## config.mk

```make
export PLATFORM = sky130hd
export DESIGN_NAME = transfer_session_sender
export DESIGN_NICKNAME = d
export VERILOG_FILES = /design/src/tsnd_pkg.sv /design/src/tsnd_in_stage.sv /design/src/tsnd_core.sv /design/src/transfer_session_sender.sv
export VERILOG_INCLUDE_DIRS = /design/src /design/src/src
export SDC_FILE = /design/constraint.sdc
export NUM_CORES = 1
export LEC_CHECK = 0
export ABC_AREA = 1
export BUFFER_PORTS_ARGS = -buffer_cell sky130_fd_sc_hd__buf_2
export CAP_MARGIN = 5
export CORE_MARGIN = 8
export CORE_UTILIZATION = 53
export DETAILED_ROUTE_END_ITERATION = 10
export PLACE_DENSITY = 0.85
export SYNTH_ARGS = -nofsm -noshare
export SYNTH_HDL_FRONTEND = slang
export SYNTH_SLANG_ARGS = --single-unit
```

## constraint.sdc

```tcl
create_clock -name clk -period 3 [get_ports clk]
set_input_delay 0.6 -clock clk [delete_from_list [all_inputs] [get_ports clk]]
set_output_delay 0.6 -clock clk [all_outputs]
set_load 0.02 [all_outputs]
```

## src/transfer_session_sender_assert.svh

```systemverilog
// assertion macros for the transfer session sender
`ifndef TRANSFER_SESSION_SENDER_ASSERT_SVH
`define TRANSFER_SESSION_SENDER_ASSERT_SVH

// same-cycle implication, sampled on clk, off during reset
`define TSND_ASSERT_NOW(label, ante, cons, msg) \
    label: assert property (@(posedge clk) disable iff (!rst_n) (ante) |-> (cons)) \
        else $error(msg);

// next-cycle implication, sampled on clk, off during reset
`define TSND_ASSERT_NEXT(label, ante, cons, msg) \
    label: assert property (@(posedge clk) disable iff (!rst_n) (ante) |=> (cons)) \
        else $error(msg);

`endif

```

## src/tsnd_pkg.sv

```systemverilog
// shared types, codes and helpers for the transfer session sender
package tsnd_pkg;

    localparam int unsigned SESSION_W = 32;
    localparam int unsigned COUNT_W   = 16;
    localparam int unsigned OP_W      = 3;
    localparam int unsigned STEP_W    = 3;
    localparam int unsigned OUTCOME_W = 3;
    localparam int unsigned IN_DATA_W  = 56;
    localparam int unsigned OUT_DATA_W = 24;

    typedef enum logic [OP_W-1:0] {
        OP_START        = 3'd0,
        OP_SOURCE_READY = 3'd1,
        OP_RETRY        = 3'd2,
        OP_FRAME_SENT   = 3'd3,
        OP_ACK          = 3'd4
    } op_t;

    typedef enum logic [STEP_W-1:0] {
        STEP_RESET       = 3'd0,
        STEP_WAIT_SOURCE = 3'd1,
        STEP_ENTRY       = 3'd2,
        STEP_DONE        = 3'd3,
        STEP_ACK_PENDING = 3'd4,
        STEP_COMPLETE    = 3'd5
    } step_t;

    typedef enum logic [OUTCOME_W-1:0] {
        OUT_NONE     = 3'd0,
        OUT_REFUSED  = 3'd1,
        OUT_IGNORED  = 3'd2,
        OUT_COMPLETE = 3'd3,
        OUT_RETRY    = 3'd4
    } outcome_t;

    typedef struct packed {
        logic [COUNT_W-1:0]   ack_count;
        logic                 ack_accepted;
        logic                 source_is_ready;
        logic [SESSION_W-1:0] session_id;
        logic [OP_W-1:0]      op;
    } event_t;

    typedef struct packed {
        outcome_t           event_outcome;
        logic [COUNT_W-1:0] next_index;
        step_t              send_step;
    } result_t;

    // entry step reads as done once the counter has reached the total
    function automatic step_t eff_step(input step_t step, input logic [COUNT_W-1:0] count,
                                       input logic [COUNT_W-1:0] total);
        step_t s;
        s = step;
        if (step == STEP_ENTRY && count >= total)
        begin
            s = STEP_DONE;
        end
        return s;
    endfunction

endpackage

```

## src/tsnd_in_stage.sv

```systemverilog
// input register: holds one accepted event word until the core takes it
module tsnd_in_stage (
    input  logic             clk,
    input  logic             rst_n,
    input  logic             in_valid,
    output logic             in_ready,
    input  tsnd_pkg::event_t in_event,
    output logic             ev_valid,
    input  logic             ev_take,
    output tsnd_pkg::event_t ev
);

    logic             valid_reg;
    tsnd_pkg::event_t event_reg;

    assign in_ready = !valid_reg || ev_take;
    assign ev_valid = valid_reg;
    assign ev       = event_reg;

    always_ff @(posedge clk or negedge rst_n)
    begin
        if (!rst_n)
        begin
            valid_reg <= 1'b0;
        end
        else if (in_ready)
        begin
            valid_reg <= in_valid;
        end
    end

    always_ff @(posedge clk)
    begin
        if (in_valid && in_ready)
        begin
            event_reg <= in_event;
        end
    end

endmodule

```

## src/tsnd_core.sv

```systemverilog
// session state, event decode and result register
`include "transfer_session_sender_assert.svh"

module tsnd_core (
    input  logic                             clk,
    input  logic                             rst_n,
    input  logic                             cfg_wen,
    input  logic [tsnd_pkg::COUNT_W-1:0]     cfg_wdata,
    input  logic                             ev_valid,
    output logic                             ev_take,
    input  tsnd_pkg::event_t                 ev,
    output logic                             res_valid,
    input  logic                             res_ready,
    output tsnd_pkg::result_t                res
);

    logic [tsnd_pkg::COUNT_W-1:0]   total_reg;
    logic [tsnd_pkg::SESSION_W-1:0] session_reg, session_next;
    logic [tsnd_pkg::COUNT_W-1:0]   count_reg, count_next;
    logic                           ready_reg, ready_next;
    tsnd_pkg::step_t                step_reg, step_next;
    tsnd_pkg::outcome_t             outcome_next;
    tsnd_pkg::step_t                eff_now;
    logic [tsnd_pkg::COUNT_W-1:0]   count_inc;
    logic                           res_valid_reg;
    tsnd_pkg::result_t              res_reg, res_next;

    assign ev_take   = ev_valid && (!res_valid_reg || res_ready);
    assign res_valid = res_valid_reg;
    assign res       = res_reg;
    assign eff_now   = tsnd_pkg::eff_step(step_reg, count_reg, total_reg);
    assign count_inc = count_reg + 1'b1;

    // next state
    always_comb
    begin
        session_next = session_reg;
        count_next   = count_reg;
        ready_next   = ready_reg;
        step_next    = step_reg;
        outcome_next = tsnd_pkg::OUT_NONE;
        unique case (ev.op)
            tsnd_pkg::OP_START:
            begin
                if (ev.session_id == '0)
                begin
                    outcome_next = tsnd_pkg::OUT_REFUSED;
                end
                else
                begin
                    session_next = ev.session_id;
                    count_next   = '0;
                    ready_next   = ev.source_is_ready;
                    step_next    = tsnd_pkg::STEP_RESET;
                end
            end
            tsnd_pkg::OP_SOURCE_READY:
            begin
                ready_next = 1'b1;
                if (step_reg == tsnd_pkg::STEP_WAIT_SOURCE)
                begin
                    step_next = tsnd_pkg::STEP_ENTRY;
                end
            end
            tsnd_pkg::OP_RETRY:
            begin
                if (session_reg != '0)
                begin
                    count_next = '0;
                    step_next  = tsnd_pkg::STEP_RESET;
                end
            end
            tsnd_pkg::OP_FRAME_SENT:
            begin
                unique case (eff_now)
                    tsnd_pkg::STEP_RESET:
                    begin
                        step_next = ready_reg ? tsnd_pkg::STEP_ENTRY
                                              : tsnd_pkg::STEP_WAIT_SOURCE;
                    end
                    tsnd_pkg::STEP_ENTRY:
                    begin
                        count_next = count_inc;
                        step_next  = (count_inc >= total_reg) ? tsnd_pkg::STEP_DONE
                                                              : tsnd_pkg::STEP_ENTRY;
                    end
                    tsnd_pkg::STEP_DONE:
                    begin
                        step_next = tsnd_pkg::STEP_ACK_PENDING;
                    end
                    default:
                    begin
                        step_next = step_reg;
                    end
                endcase
            end
            tsnd_pkg::OP_ACK:
            begin
                if (step_reg != tsnd_pkg::STEP_ACK_PENDING || ev.session_id != session_reg)
                begin
                    outcome_next = tsnd_pkg::OUT_IGNORED;
                end
                else if (ev.ack_accepted && ev.ack_count == total_reg)
                begin
                    step_next    = tsnd_pkg::STEP_COMPLETE;
                    outcome_next = tsnd_pkg::OUT_COMPLETE;
                end
                else
                begin
                    // awaiting the acknowledgement implies a live session, so this always restarts
                    count_next   = '0;
                    step_next    = tsnd_pkg::STEP_RESET;
                    outcome_next = tsnd_pkg::OUT_RETRY;
                end
            end
            default:
            begin
                outcome_next = tsnd_pkg::OUT_NONE;
            end
        endcase
    end

    // result word
    always_comb
    begin
        res_next.send_step     = tsnd_pkg::eff_step(step_next, count_next, total_reg);
        res_next.next_index    = count_next;
        res_next.event_outcome = outcome_next;
    end

    always_ff @(posedge clk or negedge rst_n)
    begin
        if (!rst_n)
        begin
            total_reg   <= '0;
            session_reg <= '0;
            count_reg   <= '0;
            ready_reg   <= 1'b0;
            step_reg    <= tsnd_pkg::STEP_COMPLETE;
        end
        else
        begin
            if (cfg_wen)
            begin
                total_reg <= cfg_wdata;
            end
            if (ev_take)
            begin
                session_reg <= session_next;
                count_reg   <= count_next;
                ready_reg   <= ready_next;
                step_reg    <= step_next;
            end
        end
    end

    always_ff @(posedge clk or negedge rst_n)
    begin
        if (!rst_n)
        begin
            res_valid_reg <= 1'b0;
        end
        else if (!res_valid_reg || res_ready)
        begin
            res_valid_reg <= ev_valid;
        end
    end

    always_ff @(posedge clk)
    begin
        if (ev_take)
        begin
            res_reg <= res_next;
        end
    end

    `TSND_ASSERT_NOW(a_idle_without_session, session_reg == '0,
        step_reg == tsnd_pkg::STEP_COMPLETE, "step moved without a session")
    `TSND_ASSERT_NOW(a_complete_word,
        res_valid_reg && res_reg.event_outcome == tsnd_pkg::OUT_COMPLETE,
        res_reg.send_step == tsnd_pkg::STEP_COMPLETE, "completion word without complete step")
    `TSND_ASSERT_NEXT(a_refused_keeps_session,
        ev_take && ev.op == tsnd_pkg::OP_START && ev.session_id == '0,
        $stable(session_reg) && $stable(step_reg), "refused start changed the session")
    `TSND_ASSERT_NEXT(a_retry_word, ev_take && res_next.event_outcome == tsnd_pkg::OUT_RETRY,
        step_reg == tsnd_pkg::STEP_RESET && count_reg == '0, "ack retry did not restart")

endmodule

```

## src/transfer_session_sender.sv

```systemverilog
// top level of the transfer session sender
//
//  channel   dir  handshake                 payload
//  s_*       in   s_tvalid / s_tready       tuser op, tdata session, flags, ack count
//  m_*       out  m_tvalid / m_tready       tdata step, next index, outcome
//  cfg_*     in   cfg_wen                   cfg_wdata total entries
//
// one event word a cycle unless m stalls; each word passes the input register then the result register
// m_tvalid is the result register's valid flag, so an s accept reaches m only through both registers
// reset clears the step to complete, the session, counter and ready flag, and total to zero
// a stall on m holds the result word, then the input register fills, then s_tready drops
module transfer_session_sender (
    input  logic                              clk,
    input  logic                              rst_n,
    input  logic                              s_tvalid,
    output logic                              s_tready,
    input  logic [tsnd_pkg::IN_DATA_W-1:0]    s_tdata,  // session_id, source_is_ready,
                                                        // ack_accepted, ack_count
    input  logic [tsnd_pkg::OP_W-1:0]         s_tuser,  // op
    output logic                              m_tvalid,
    input  logic                              m_tready,
    output logic [tsnd_pkg::OUT_DATA_W-1:0]   m_tdata,  // send_step, next_index,
                                                        // event_outcome
    input  logic                              cfg_wen,
    input  logic [tsnd_pkg::COUNT_W-1:0]      cfg_wdata
);

    tsnd_pkg::event_t  in_event;
    tsnd_pkg::event_t  ev;
    logic              ev_valid;
    logic              ev_take;
    tsnd_pkg::result_t res;

    assign in_event.op              = s_tuser;
    assign in_event.session_id      = s_tdata[31:0];
    assign in_event.source_is_ready = s_tdata[32];
    assign in_event.ack_accepted    = s_tdata[33];
    assign in_event.ack_count       = s_tdata[49:34];

    assign m_tdata = {2'b00, res};

    tsnd_in_stage u_in_stage (
        .clk      (clk),
        .rst_n    (rst_n),
        .in_valid (s_tvalid),
        .in_ready (s_tready),
        .in_event (in_event),
        .ev_valid (ev_valid),
        .ev_take  (ev_take),
        .ev       (ev)
    );

    tsnd_core u_core (
        .clk       (clk),
        .rst_n     (rst_n),
        .cfg_wen   (cfg_wen),
        .cfg_wdata (cfg_wdata),
        .ev_valid  (ev_valid),
        .ev_take   (ev_take),
        .ev        (ev),
        .res_valid (m_tvalid),
        .res_ready (m_tready),
        .res       (res)
    );

endmodule
```

==> results of run 1 <==
## logic make-up after synthesis
| family | synth area share, % |
|---|---|
| fa+ha+maj | 7.66 |
| xor+xnor | 3.39 |
| simple gates | 23.1 |
| compound gates | 8.23 |
| other cells | 0.0469 |
| buf+inv | 7.54 |
| flops | 50.1 |
## worst min-delay path by stage
stage	to	slack [ns]	depth (start not counted)
after global routing	u_core.count_reg[9]	0.26	1
after detailed placement	u_core.step_reg[0]	0.49	2
after global placement	u_core.step_reg[0]	0.48	2
after floorplan	u_core.count_reg[0]	0.30	0
final	u_core.total_reg[12]	0.20	1
after CTS	u_core.total_reg[8]	0.22	1
## metal layers
metal	vias to the layer above	part of all wire, %	track usage [%]
met4	0	5.4	11.8
li1	3445	-	-
met5	-	0	0
met1	3441	38	23.1
met2	394	50	38.1
met3	121	6.8	4.99
## metrics by stage
stage / setup TNS [ns] / std cells / instance area [sq um] / util [%] / hold slack, ns
after CTS: -0.142 / 1332 / 10100 / 67.6 / 0.222
after global placement: -0.109 / 1281 / 9240 / 61.7 / 0.485
final: -0.831 / 1342 / 10500 / 69.9 / 0.199
after global routing: -1.56 / 1342 / 10500 / 69.9 / 0.258
after floorplan: 0 / 934 / 8010 / - / 0.304
after detailed placement: -0.157 / 1281 / 9240 / 61.7 / 0.486
## synthesized netlist by cell type (4+ instances only)
master / instances
a21oi_1: 24
buf_2: 5
buf_4: 4
clkbuf_1: 10
dfrtp_1: 68
edfxtp_1: 75
ha_1: 49
inv_1: 127
nand2_1: 280
nand2_2: 20
nand3_1: 32
nand4_1: 17
nor2_1: 65
nor2_2: 6
nor3_1: 7
o211ai_1: 13
o21ai_0: 73
xnor2_1: 11
xor2_1: 20
## critical path, delay by kind of cell, from the launching register on
kind            cells  cell delay, ns
buf+inv             4            0.59
simple gates       10            1.17
compound gates      5            0.68
flops               1            0.40
fa+ha+maj           2            0.47
## power breakdown
part | total (mW) | internal (mW) | switching (mW) | leakage, nW
combinational | 3.15 | 1.29 | 1.86 | 3.28
clock | 2.15 | 1.30 | 0.848 | 0.286
sequential | 2.81 | 2.54 | 0.275 | 1.61
total | 8.11 | 5.12 | 2.98 | 5.18
## what timing repair did
action | CTS | global route
gates cloned | 1 | 1
pin swaps | 26 | 35
hold buffers | 0 | 0
buffers inserted | 18 | 10
endpoints found under the setup margin | 1 | 4
gates resized for setup | 37 | 57
## area by class of cell
cell class | instances | area, sq um
fill | 992 | 4510
sequential | 145 | 4010
multi-input combinational | 639 | 3810
timing repair buffer | 209 | 1350
inverter | 129 | 484
clock buffer | 17 | 425
tap | 188 | 235
clock inverter | 15 | 168
==> flow_metrics.tcl, run 1 <==
set metrics [dict create \
    peakVddDrop_uv 559 \
    required_ns 3.20 \
    cts_buffer_depth 2 \
    crit_chain "inv_1 -> ha_4 -> a21oi_1 -> o21ai_0 -> nor2_2 -> nand4_1 -> buf_6 -> buf_4 -> buf_4 -> nand2_1 -> o211ai_1 -> nand2_1 -> ha_1 -> nand2_1 -> o21ai_0 -> nand2_1 -> o211ai_1 -> nand2_2 -> nand3_2 -> nand3_2 -> nand2_1" \
    hold_viol_final 0 \
    setup_viol_count_final 4 \
    diodes 0 \
    wl_per_cell_um 17.1 \
    hpwlAfterDp_um 13900 \
    critPathLaunchType "register" \
    slowest_delay_ns 0.40 \
    fin_nets 1270 \
    worst_slack_ns -0.532 \
    dp_slack_ns -0.157 \
    port_buffers 97 \
    min_path_type "input pin to asynchronous set/reset pin" \
    largest_reg_flops 53 \
    synth.top_cell.area_share_pct 28.1 \
    antenna_found_initial 0 \
    cts_tree "done" \
    vias_per_cell 5.51 \
    antenna_left 0 \
    endpoint "u_core.res[0]" \
    critPathArrivalTime_ns 3.73 \
    rows 45 \
    synth_edf_count 75 \
    synthesis.area_sq_mm 0.00800 \
    vias 7401 \
    crit_type "register to register" \
    synth-seq-cells 145 \
    max-slew-margin-rel_pct 55.1 \
    io_pins 106 \
    synthTopCellsByArea "edfxtp_1, dfrtp_1, nand2_1, ha_1, inv_1" \
    yosysTopAreaCell "edfxtp_1" \
    yosysSeqAreaShare_pct 50.1 \
    area_growth_pct 30.9 \
    grtUsageTotal_pct 21.4 \
    grt_pass1_vias 7201 \
    yosysWarnings 0 \
    synthFlopType "edfxtp_1" \
    initial_core_util_pct 53.4 \
    clkTransAtPathRegs_ns 0.07 \
    crit_path_top_delay_cell "dfrtp_1" \
    wl_um 23000 \
    drc_errors 0 \
    yosys.cell_types.count 40 \
    max_freq_ghz 0.283 \
    ys_async_sr_fraction_pct 48.3 \
    synth_cells 933 \
    grt_overflow_total 0 \
    core_sq_mm 0.0150 \
    insertion_delay_ns 0.43 \
    firstDrtPassIters 8 \
    fin_crit_sh_pct 118 \
    status "finished with violations" \
    root_buffer "clkbuf_16" \
    syn_avg_cell_area_sq_um 8.58 \
    clock_skew_ns 0.00937 \
    final.min_clock_period_ns 3.53 \
    grt_first_pass_wirelength_um 33300 \
    timing.rr.end "u_core.res[0]" \
    final_max_slew_viol_count 0 \
    clock_sinks 145 \
    die_height_um 139 \
    ff2ff_path_depth 21 \
    die_width_um 139 \
    path_common_cell "nand2_1" \
    fin_total_pwr_mw 8.11 \
    ctsHtreeMaxLevel 4 \
    crit_path_start "u_core.total_reg[13]" \
    drt_iter0_markers 666 \
    worst_pin_slew_ns 0.673 \
    drive_gt1_share_pct 30.4 \
    maxCapViolCount 0 \
    rsz0062_at_grt "yes" \
    p_leak_nw 5.18 \
    grt_max_degree 43 \
    cp_max_fo 8 \
    p_per_area_mw_per_mm2 774 \
    place_congestion 0.898 \
    mostFrequentLayoutCells "nand2_1, inv_1, buf_4, buf_2, edfxtp_1" \
    crit_path_end_kind "register" \
    violations "negative setup slack" \
    final_common_cell "nand2_1" \
    worstReg2RegStart "u_core.total_reg[13]" \
    dieArea_sq_mm 0.0193 \
    r2r_slack_ns -0.53 \
    cts_buffers 17 \
]
No activity file was read; power rests on OpenSTA's default activity.
==> inputs of run 2 (changes only) <==
--- a/config.mk
+++ b/config.mk
@@ -15,4 +15,5 @@
 export PLACE_DENSITY = 0.85
 export SYNTH_ARGS = -nofsm -noshare
 export SYNTH_HDL_FRONTEND = slang
+export SYNTH_HIERARCHICAL = 1
 export SYNTH_SLANG_ARGS = --single-unit
==> run 2 against run 1 <==
Against the previous run:
- the run still ends with negative setup slack left
- largest cell class unchanged
- die area about the same
- sequential power barely moved
- via count down 3.5%
- count of clock-buffer cells in the layout did not move
- synthesized area grew 0.11%
- register-to-register slack better by 0.27 ns
- clock power barely moved
- critical path depth down 1
- combinational power shrank 12%
- worst setup slack improved by 0.27 ns
- maximum frequency grew 8.2%
==> flow_metrics.tcl, run 2 <==
set metrics [dict create \
    worst_pin_slew_ns 0.663 \
    syn_avg_cell_area_sq_um 8.60 \
    largest_reg_flops 53 \
    yosysTopAreaCell "edfxtp_1" \
    switching_share_pct 36.8 \
    yosys.cell_types.count 37 \
    wl_um 21600 \
    core_sq_mm 0.0150 \
    firstDrtPassIters 6 \
    crit_path_end_kind "register" \
    cts_tree "done" \
    dp.cells 1271 \
    synthesis.area_sq_mm 0.00801 \
    rows 45 \
    timing.rr.end "u_core/res[0]" \
    ctsHtreeMaxLevel 4 \
    crit_path_top_delay_cell "dfrtp_1" \
    critPathArrivalTime_ns 3.45 \
    synth.top_cell.area_share_pct 28.1 \
    diodes 0 \
    critPathLaunchType "register" \
    io_pins 106 \
    mostFrequentLayoutCells "nand2_1, inv_1, buf_2, buf_4, edfxtp_1" \
    pwr-share-comb_pct 36.0 \
    grt_overflow_total 0 \
    final_util_pct 68.8 \
    slowest_delay_ns 0.35 \
    clock_sinks 145 \
    hpwlAfterDp_um 14500 \
    crit_type "register to register" \
    max_freq_ghz 0.306 \
    root_buffer "clkbuf_16" \
    synth-seq-cells 145 \
    seqCellArea_sq_mm 0.00401 \
    grt_first_pass_wirelength_um 33200 \
    share_seq_of_total_power_pct 36.4 \
    status "finished with violations" \
    clock_skew_ns 0.0109 \
    place_congestion 0.916 \
    final_cells 1321 \
    synth_edf_count 75 \
    r2r_slack_ns -0.27 \
    drt_iter0_markers 653 \
    clkTransAtPathRegs_ns 0.07 \
    final_max_slew_viol_count 0 \
    violations "negative setup slack" \
    area_growth_pct 28.7 \
    worstReg2RegStart "u_core/total_reg[10]" \
    p_leak_nw 5.12 \
    fin_hold_ws_ns 0.183 \
    rsz0062_at_grt "yes" \
    ff2ff_path_depth 20 \
    max-slew-margin-rel_pct 55.8 \
    ys_async_sr_fraction_pct 48.3 \
    dp_slack_ns -0.141 \
    synth_common_cells "nand2_1, inv_1, edfxtp_1" \
    die_width_um 139 \
    final.min_clock_period_ns 3.27 \
    crit_chain "inv_1 -> ha_1 -> nand2_1 -> inv_1 -> nand2_1 -> a21oi_2 -> nor2_2 -> nand4_1 -> buf_6 -> buf_4 -> buf_4 -> o211ai_1 -> nand2_2 -> ha_1 -> nand3_2 -> inv_1 -> a21oi_2 -> nand3_2 -> nand3_1 -> nand2_1" \
    grt_pass1_vias 7153 \
    setup_viol_count_final 1 \
    cp_max_fo 4 \
    dieArea_sq_mm 0.0193 \
    peakVddDrop_uv 594 \
    hold_viol_final 0 \
    grtUsageTotal_pct 21.6 \
    p_per_area_mw_per_mm2 750 \
    synth_cells 931 \
    synth.most_common_cell "nand2_1" \
    yosysWarnings 6 \
    multi_input_area_sq_mm 0.00370 \
    antenna_left 0 \
    final_common_cell "nand2_1" \
    drive_gt1_share_pct 27.8 \
    grt_max_degree 71 \
    cts_buffer_depth 2 \
    synthFlopType "edfxtp_1" \
    cp_top_family "simple AND/OR/NAND/NOR gates" \
    min_path_type "input pin to asynchronous set/reset pin" \
    fin_nets 1249 \
    maxCapViolCount 0 \
    required_ns 3.19 \
    clkPwrFrac_pct 27.7 \
    synthTopCellsByArea "edfxtp_1, dfrtp_1, nand2_1, ha_1, inv_1" \
    insertion_delay_ns 0.43 \
    nFillCells 1036 \
    cts_hold_buf 0 \
    vias 7141 \
    yosysSeqAreaShare_pct 50.0 \
    p_sw_mw 2.84 \
    p_int_mw 4.89 \
    die_height_um 139 \
    fin_crit_sh_pct 109 \
    drc_errors 0 \
    path_buf_inv 6 \
    worst_slack_ns -0.265 \
    vias_per_cell 5.41 \
    wl_per_cell_um 16.4 \
    initial_core_util_pct 53.5 \
    cts_buffers 17 \
    port_buffers 97 \
    antenna_found_initial 0 \
]
==> run 2: changes by cell type after synthesis, moves of 3 or more <==
cell      before  now
nand3_1       32   25
nand4_1       17   21
buf_2          5    2
nor3_1         7   13
a21oi_1       24   30
inv_1        127  132
clkbuf_1      10   13
nand2_1      280  270
nor2_2         6    1
==> run 2: how the worst max path moves through the flow <==
stage                    startpoint       endpoint  slack [ns]  cells after the start
5_1_grt        u_core/total_reg[10]  u_core/res[0]       -0.38                     25
3_5_place_dp    u_core/count_reg[1]  u_core/res[0]       -0.14                     21
3_3_place_gp    u_core/count_reg[1]  u_core/res[0]       -0.08                     21
4_1_cts         u_core/total_reg[1]  u_core/res[0]       -0.11                     23
6_report       u_core/total_reg[10]  u_core/res[0]       -0.27                     20
2_1_floorplan   u_core/count_reg[0]  u_core/res[0]        0.19                     22
==> run 2: repair_timing <==
item,CTS,global route
resized for setup,20,50
cloned,0,1
pin swaps,12,20
buffers inserted,11,6
setup endpoints to repair,1,2
==> run 2: worst register-to-register path: cells and delay by family (launching register included) <==
family | cells | cell delay (ns)
buffers and inverters | 6 | 0.67
AOI/OAI and AO/OA | 3 | 0.45
and+or+nand+nor | 9 | 0.99
DFF | 1 | 0.35
adders and majority gates | 2 | 0.58
==> run 2: final cells by class <==
class | instances | area share (%)
sequential | 145 | 38.9
multi-input combinational | 632 | 35.9
timing repair buffer | 190 | 12.1
inverter | 134 | 4.88
clock buffer | 17 | 4.13
tap | 188 | 2.28
clock inverter | 15 | 1.83
==> run 2: kinds of logic after synthesis <==
group,after synthesis,synth area share [%]
and+or+nand+nor,426,22.7
xor gates and xnor gates,32,3.50
AOI/OAI and AO/OA,123,8.26
DFF,145,50.0
other,1,0.0468
adders and majority gates,49,7.65
buffers and inverters,155,7.79
==> run 2: metal layers <==
| metal | up-vias | wire length [um] | GRT usage, % |
|---|---|---|---|
| li1 | 3398 | - | - |
| met1 | 3307 | 8350 | 24.6 |
| met2 | 358 | 10700 | 37.0 |
| met3 | 78 | 1640 | 4.78 |
| met4 | 0 | 950 | 12.7 |
| met5 | - | 0 | 0 |
==> run 2: power by group through the flow <==
stage          logic [mW]  clock network [mW]  registers, mW
2_1_floorplan        1.36                   0           2.90
3_3_place_gp         2.18                   0           2.80
3_5_place_dp         2.29                   0           2.82
4_1_cts              2.48                2.17           2.79
5_1_grt              3.06                2.26           2.85
6_report             2.78                2.14           2.81
==> run 2: per-stage QoR <==
step / power (mW) / area, sq um / setup TNS (ns)
5_1_grt: 8.17 / 10300 / -0.499
3_5_place_dp: 5.11 / 9210 / -0.141
6_report: 7.73 / 10300 / -0.265
3_3_place_gp: 4.99 / 9210 / -0.0795
4_1_cts: 7.45 / 10000 / -0.111
2_1_floorplan: 4.27 / 8030 / 0
